`src/sv/tbwp_pkg.sv`:
```
// Shared types, widths and codes for the token bucket write pacer.
package tbwp_pkg;

    localparam int FRAC_BITS  = 16;
    localparam int BYTE_WIDTH = 32;
    localparam int TOKEN_BITS = BYTE_WIDTH + FRAC_BITS;
    localparam int RATE_BITS  = 40;
    localparam int CFG_IDX_W  = 2;

    typedef logic [TOKEN_BITS-1:0] tok_t;
    typedef logic [TOKEN_BITS:0]   tok_sum_t;
    typedef logic [RATE_BITS-1:0]  rate_t;
    typedef logic [BYTE_WIDTH-1:0] bytes_t;

    // Action codes
    localparam logic [1:0] ACT_TICK    = 2'd0;
    localparam logic [1:0] ACT_REQUEST = 2'd1;
    localparam logic [1:0] ACT_REFILL  = 2'd2;

    // Status codes
    localparam logic [1:0] ST_NOW    = 2'd0;
    localparam logic [1:0] ST_WAITED = 2'd1;
    localparam logic [1:0] ST_BUSY   = 2'd2;

    // Configuration register indexes
    localparam logic [CFG_IDX_W-1:0] REG_RATE  = 2'd0;
    localparam logic [CFG_IDX_W-1:0] REG_BURST = 2'd1;

    typedef struct packed {
        logic [1:0] action;
        bytes_t     request_bytes;
    } item_t;

    typedef struct packed {
        logic [1:0] status;
        bytes_t     granted_bytes;
        bytes_t     waited_ticks;
    } result_t;

    typedef struct packed {
        tok_t   token_count;
        logic   request_pending;
        bytes_t held_bytes;
        bytes_t wait_counter;
    } state_t;

    // Whole bytes to fixed-point tokens
    function automatic tok_t to_tokens(input bytes_t b);
        to_tokens = tok_t'({b, {FRAC_BITS{1'b0}}});
    endfunction

endpackage

```
`src/sv/token_bucket_write_pacer.sv`:
```
// Token bucket write pacer: one item per clock except under the stall described below.
// Items are ticks, byte requests and refills. Each accepted beat lands in an input
// register; when it advances, one pass of add, clamp and compare on the token register
// updates the bucket and, where the item gives one, loads the result register. A new
// item is taken every cycle; the only stall is a result waiting on result_ready while
// the item in the input register also has a result to deliver. Configuration writes
// are taken at any time and must be issued only while the block is idle.
module token_bucket_write_pacer (
    input  logic                              clk,
    input  logic                              rst_n,
    input  logic                              item_valid,
    output logic                              item_ready,
    input  tbwp_pkg::item_t                   item,
    output logic                              result_valid,
    input  logic                              result_ready,
    output tbwp_pkg::result_t                 result,
    input  logic                              cfg_valid,
    output logic                              cfg_ready,
    input  logic [tbwp_pkg::CFG_IDX_W-1:0]    cfg_index,
    input  logic [tbwp_pkg::RATE_BITS-1:0]    cfg_data
);

    logic              in_valid_reg;
    logic              in_valid_next;
    tbwp_pkg::item_t   in_item_reg;
    tbwp_pkg::rate_t   rate_reg;
    tbwp_pkg::bytes_t  burst_reg;
    tbwp_pkg::state_t  state_reg;
    tbwp_pkg::state_t  state_next;
    tbwp_pkg::result_t step_res;
    logic              step_has_res;
    logic              out_free;
    logic              fire;
    logic              item_take;

    assign cfg_ready = 1'b1;

    tbwp_step u_step (
        .cur     (state_reg),
        .rate    (rate_reg),
        .burst   (burst_reg),
        .item    (in_item_reg),
        .nxt     (state_next),
        .res     (step_res),
        .has_res (step_has_res)
    );

    tbwp_out_reg u_out (
        .clk          (clk),
        .rst_n        (rst_n),
        .load         (fire && step_has_res),
        .load_data    (step_res),
        .free         (out_free),
        .result_valid (result_valid),
        .result_ready (result_ready),
        .result       (result)
    );

    // advance the held item unless its result has nowhere to go
    assign fire          = in_valid_reg && (out_free || !step_has_res);
    assign item_ready    = !in_valid_reg || fire;
    assign item_take     = item_valid && item_ready;
    assign in_valid_next = item_take ? 1'b1 : (in_valid_reg && !fire);

    always_ff @(posedge clk or negedge rst_n)
    begin
        if (!rst_n)
        begin
            in_valid_reg <= 1'b0;
            rate_reg     <= '0;
            burst_reg    <= '0;
            state_reg    <= '0;
        end
        else
        begin
            in_valid_reg <= in_valid_next;
            if (fire)
            begin
                state_reg <= state_next;
            end
            if (cfg_valid && cfg_ready)
            begin
                if (cfg_index == tbwp_pkg::REG_RATE)
                begin
                    rate_reg <= cfg_data;
                end
                else if (cfg_index == tbwp_pkg::REG_BURST)
                begin
                    burst_reg <= cfg_data[tbwp_pkg::BYTE_WIDTH-1:0];
                end
            end
        end
    end

    always_ff @(posedge clk)
    begin
        if (item_take)
        begin
            in_item_reg <= item;
        end
    end

endmodule

```
`src/sv/tbwp_step.sv`:
```
// Next-state and result logic for one item of the token bucket write pacer.
module tbwp_step (
    input  tbwp_pkg::state_t  cur,
    input  tbwp_pkg::rate_t   rate,
    input  tbwp_pkg::bytes_t  burst,
    input  tbwp_pkg::item_t   item,
    output tbwp_pkg::state_t  nxt,
    output tbwp_pkg::result_t res,
    output logic              has_res
);

    tbwp_pkg::tok_sum_t sum;
    tbwp_pkg::tok_t     tick_tok;
    tbwp_pkg::tok_t     held_need;
    tbwp_pkg::tok_t     held_cap;
    tbwp_pkg::tok_t     tick_clamp;
    tbwp_pkg::tok_t     req_need;
    tbwp_pkg::tok_t     req_cap;
    tbwp_pkg::tok_t     req_clamp;
    tbwp_pkg::bytes_t   wait_inc;
    tbwp_pkg::bytes_t   req;

    assign req = item.request_bytes;

    // Saturating add of the rate
    assign sum      = tbwp_pkg::tok_sum_t'(cur.token_count) + tbwp_pkg::tok_sum_t'(rate);
    assign tick_tok = sum[tbwp_pkg::TOKEN_BITS] ? '1 : sum[tbwp_pkg::TOKEN_BITS-1:0];

    assign held_need  = tbwp_pkg::to_tokens(cur.held_bytes);
    assign held_cap   = tbwp_pkg::to_tokens((burst > cur.held_bytes) ? burst : cur.held_bytes);
    assign tick_clamp = (tick_tok > held_cap) ? held_cap : tick_tok;
    assign wait_inc   = (cur.wait_counter == '1) ? cur.wait_counter : cur.wait_counter + 1'b1;

    assign req_need  = tbwp_pkg::to_tokens(req);
    assign req_cap   = tbwp_pkg::to_tokens((burst > req) ? burst : req);
    assign req_clamp = (cur.token_count > req_cap) ? req_cap : cur.token_count;

    always_comb
    begin
        nxt     = cur;
        has_res = 1'b0;
        res     = '0;
        case (item.action)
            tbwp_pkg::ACT_TICK:
            begin
                nxt.token_count = tick_tok;
                if (cur.request_pending)
                begin
                    nxt.wait_counter = wait_inc;
                    nxt.token_count  = tick_clamp;
                    if (tick_clamp >= held_need)
                    begin
                        nxt.token_count     = tick_clamp - held_need;
                        nxt.request_pending = 1'b0;
                        nxt.held_bytes      = '0;
                        nxt.wait_counter    = '0;
                        has_res             = 1'b1;
                        res.status          = tbwp_pkg::ST_WAITED;
                        res.granted_bytes   = cur.held_bytes;
                        res.waited_ticks    = wait_inc;
                    end
                end
            end
            tbwp_pkg::ACT_REQUEST:
            begin
                has_res           = 1'b1;
                res.granted_bytes = req;
                if (cur.request_pending)
                begin
                    res.status = tbwp_pkg::ST_BUSY;
                end
                else if (req == '0 || rate == '0 || burst == '0)
                begin
                    res.status = tbwp_pkg::ST_NOW;
                end
                else if (req_clamp >= req_need)
                begin
                    nxt.token_count = req_clamp - req_need;
                    res.status      = tbwp_pkg::ST_NOW;
                end
                else
                begin
                    // hold the request until a tick can grant it
                    has_res             = 1'b0;
                    nxt.token_count     = req_clamp;
                    nxt.request_pending = 1'b1;
                    nxt.held_bytes      = req;
                    nxt.wait_counter    = '0;
                end
            end
            tbwp_pkg::ACT_REFILL:
            begin
                nxt.token_count     = tbwp_pkg::to_tokens(burst);
                nxt.request_pending = 1'b0;
                nxt.held_bytes      = '0;
                nxt.wait_counter    = '0;
            end
            default:
            begin
                nxt = cur;
            end
        endcase
    end

endmodule

```
`src/sv/tbwp_out_reg.sv`:
```
// Result register of the token bucket write pacer.
module tbwp_out_reg (
    input  logic              clk,
    input  logic              rst_n,
    input  logic              load,
    input  tbwp_pkg::result_t load_data,
    output logic              free,
    output logic              result_valid,
    input  logic              result_ready,
    output tbwp_pkg::result_t result
);

    logic              valid_reg;
    logic              valid_next;
    tbwp_pkg::result_t data_reg;

    // slot opens when empty or when the held beat leaves this cycle
    assign free       = !valid_reg || result_ready;
    assign valid_next = load ? 1'b1 : (valid_reg && !result_ready);

    always_ff @(posedge clk or negedge rst_n)
    begin
        if (!rst_n)
        begin
            valid_reg <= 1'b0;
        end
        else
        begin
            valid_reg <= valid_next;
        end
    end

    always_ff @(posedge clk)
    begin
        if (load)
        begin
            data_reg <= load_data;
        end
    end

    assign result_valid = valid_reg;
    assign result       = data_reg;

endmodule

```
`config.mk`:
```
export PLATFORM = sky130hd
export DESIGN_NAME = token_bucket_write_pacer
export DESIGN_NICKNAME = d
export VERILOG_FILES = /design/src/sv/tbwp_pkg.sv /design/src/sv/token_bucket_write_pacer.sv /design/src/sv/tbwp_step.sv /design/src/sv/tbwp_out_reg.sv
export SDC_FILE = /design/constraint.sdc
export NUM_CORES = 1
export LEC_CHECK = 0
export ABC_AREA = 1
export BUFFER_PORTS_ARGS = -buffer_cell sky130_fd_sc_hd__buf_4
export CORE_MARGIN = 4
export CORE_UTILIZATION = 30
export CTS_CLUSTER_SIZE = 20
export DETAILED_ROUTE_END_ITERATION = 6
export PLACE_DENSITY_LB_ADDON = 0.25
export SLEW_MARGIN = 20
export SYNTH_ARGS = -nofsm -noshare
export SYNTH_HDL_FRONTEND = slang
export SYNTH_SLANG_ARGS = --single-unit
```
`constraint.sdc`:
```
create_clock -name clk -period 15.4 [get_ports clk]
set_input_delay 1.54 -clock clk [delete_from_list [all_inputs] [get_ports clk]]
set_output_delay 1.54 -clock clk [all_outputs]
set_load 0.005 [all_outputs]
```
==> flow_metrics.py <==
metrics = {
    "run_status": {
        "outcome": "finished clean",
    },
    "layout": {
        "drive_above_1_share": 0.0800,
        "num_antenna_cells": 0,
        "syn_to_final_growth_pct": 14.7,
        "largest_reg_flops": 113,
        "fillers": 8964,
        "nets": 4053,
    },
    "power": {
        "power.density_nw_per_um2": 234,
        "peakVddDrop_uv": 134,
        "p_leak_nw": 13.7,
    },
    "die": {
        "start_util": 0.303,
        "coreArea_um2": 82200,
        "rows": 105,
        "num_io_pins": 150,
        "die_h_um": 296,
        "die-area_um2": 87800,
        "die_x_um": 296,
    },
    "clocking": {
        "cts_buffers": 38,
        "clk_pin_slew_worst_paths_ns": 0.06,
        "clkSinkCount": 287,
        "h-tree-depth": 2,
        "cts_tree": "yes",
        "root_buffer": "clkbuf_16",
        "cts_resized": 0,
        "cts_hold_buffers": 0,
        "post_cts.repair.setup_buffers": 0,
        "clockBufferDepth": 3,
        "clkLatencyLatePin_ns": 0.58,
    },
    "sta": {
        "final_max_slew_viol_count": 0,
        "finalSetupTns_ns": 0,
        "max_freq_mhz": 82.5,
        "finalHoldViolCount": 0,
        "tightestPinTransition_ns": 1.04,
        "rsz0062_at_grt": "no",
        "finalSetupViolCount": 0,
        "finClkSkew_ns": 0.0270,
        "worst_slack_ns": 3.28,
        "fin_hold_ws_ns": 0.477,
        "slew_headroom": 0.308,
        "timing.final.crit_share": 0.787,
        "finalCriticalPeriod_ns": 12.12,
    },
    "job": {
        "cap_violations": 0,
    },
    "placed_design": {
        "io_buffers": 148,
        "dp_hpwl_mm": 79.6,
        "gp_congestion": 0.976,
        "dp_worst_setup_slack_ns": 3.53,
    },
    "synthesis": {
        "synth_area_um2": 24900,
        "synth_ff_type": "dfrtp_1",
        "avgSynthCellArea_um2": 6.87,
        "yosys.area.top_type": "dfrtp_1",
        "synth_cells": 3630,
        "synth-edff-count": 100,
        "synth_cell_types": 58,
        "synth_top_area_share": 0.188,
        "yosys_register_bits": 287,
        "ys_seq_area_frac": 0.308,
        "syn-num-nets": 3951,
        "synthTopCellsByArea": "dfrtp_1 (19%), nand2_1 (16%), edfxtp_1 (12%)",
        "synthArstFlopShare": 0.652,
        "synth_warnings": 0,
    },
    "routing": {
        "dr.pass1.iters": 6,
        "drtIter0Drc": 2095,
        "vias": 25000,
        "routed_via_density": 5.17,
        "ant_nets": 0,
        "wl_mm": 101,
        "wl_per_cell_um": 20.8,
        "drc_errors": 0,
    },
    "worst_setup_path": {
        "crit_fanout": 64,
        "cp-start-kind": "flop",
        "crit_path_frequent_cell": "nand2_1",
        "crit_slowest_cell": "buf_4",
        "cp_data_arrival_time_ns": 10.58,
        "worstSetupPathType": "reg -> out",
        "crit_path_end_kind": "primary output",
        "slowest_delay_ns": 0.61,
        "critPathRequiredTime_ns": 13.86,
    },
    "grt": {
        "grt_max_degree": 77,
        "grt_overflow": 0,
        "grt_usage": 0.224,
        "grt_pass1_wl_mm": 149,
        "antenna_found_initial": 1,
        "grt_pass1_vias": 23700,
    },
    "worst_hold_path": {
        "hp-class": "reg -> reg",
    },
}
-- cells in the mapped netlist (18+ instances only) --
| library cell | n |
|---|---|
| nand2_1 | 1076 |
| inv_1 | 400 |
| nor2_1 | 316 |
| o21ai_0 | 295 |
| ha_1 | 237 |
| a21oi_1 | 219 |
| dfrtp_1 | 187 |
| nand3_1 | 162 |
| edfxtp_1 | 100 |
| clkbuf_1 | 77 |
| nand4_1 | 66 |
| o21ai_1 | 59 |
| xor2_1 | 50 |
| nor3_1 | 48 |
| xnor2_1 | 37 |
| nor4_1 | 36 |
| o22ai_1 | 32 |
| buf_2 | 24 |
| a21o_1 | 21 |
| o21a_1 | 19 |
| o21bai_1 | 18 |
-- path summary, 6_finish.rpt --
kind | from | endpoint | slack [ns] | cells after the start
max | burst_reg[30]$_DFFE_PN0P_ | item_ready | 3.28 | 36
min | state_reg[45]$_DFFE_PN0P_ | state_reg[45]$_DFFE_PN0P_ | 0.48 | 2
max reg2reg | burst_reg[30]$_DFFE_PN0P_ | u_out.result[39]$_DFFE_PP_ | 3.59 | 39
min reg2reg | state_reg[45]$_DFFE_PN0P_ | state_reg[45]$_DFFE_PN0P_ | 0.48 | 2
max in group asynchronous | rst_n | state_reg[62]$_DFFE_PN0P_ | 12.97 | 2
min in group asynchronous | rst_n | rate_reg[12]$_DFFE_PN0P_ | 0.97 | 1
-- critical path: cells and delay by family, from the launching register on --
| kind | cells | cell delay, ns |
|---|---|---|
| AND/OR/NAND/NOR | 22 | 5.76 |
| buffers and inverters | 5 | 1.31 |
| flip-flops | 1 | 0.54 |
| adder cells (fa/ha/maj) | 4 | 1.32 |
| AO/OA/AOI/OAI | 5 | 0.97 |
-- per-layer routing --
layer,track usage,vias to the layer above,wire (µm)
li1,-,12300,-
met1,0.294,11600,43400
met2,0.375,856,47100
met3,0.0237,191,5300
met4,0.0932,2,4740
met5,0,-,32
-- power breakdown --
| part | total (mW) | leakage [nW] | internal [mW] | switching (mW) |
|---|---|---|---|---|
| logic | 4.50 | 9.62 | 1.50 | 3.01 |
| registers | 1.13 | 3.39 | 0.942 | 0.187 |
| clock network | 1.06 | 0.724 | 0.675 | 0.382 |
| total | 6.69 | 13.7 | 3.11 | 3.58 |
-- stage by stage --
| step | cells | area [µm²] | util | power, mW |
|---|---|---|---|---|
| 6_report | 4831 | 28600 | 0.348 | 6.69 |
| 5_1_grt | 4831 | 28600 | 0.348 | 7.28 |
| 4_1_cts | 4831 | 28600 | 0.348 | 6.66 |
| 3_5_place_dp | 4762 | 27100 | 0.330 | 5.56 |
| 3_3_place_gp | 4762 | 27100 | 0.330 | 5.60 |
| 2_1_floorplan | 3630 | 24900 | - | 4.25 |
-- placed cells by master (no fill, tap or decap), types with 66 or more instances in the layout --
cell,synthesis,final
edfxtp_1,100,100
nand2_1,1076,1071
inv_1,400,399
dfrtp_1,187,187
a21oi_1,219,219
ha_1,237,237
nand4_1,66,66
nor2_1,316,315
o21ai_0,295,295
nand3_1,162,162
buf_4,13,179
-- cells by family after synthesis --
logic type | after synthesis | share of synthesized area
adder cells (fa/ha/maj) | 240 | 0.121
buffers and inverters | 525 | 0.0828
XOR/XNOR | 87 | 0.0306
AO/OA/AOI/OAI | 718 | 0.157
other | 1 | 0.000150
flip-flops | 287 | 0.308
AND/OR/NAND/NOR | 1764 | 0.296
multiplexers | 8 | 0.00361
-- cell type report --
type	instances	area, µm²	area share
Inverter	407	1530	0.0534
Tap cell	1070	1340	0.0468
Timing Repair Buffer	180	1360	0.0475
Multi-Input combinational cell	2818	15200	0.532
Sequential cell	287	7680	0.269
Clock buffer	46	1050	0.0368
Clock inverter	23	420	0.0147
Note: power is estimated with default switching activity, not from simulation.
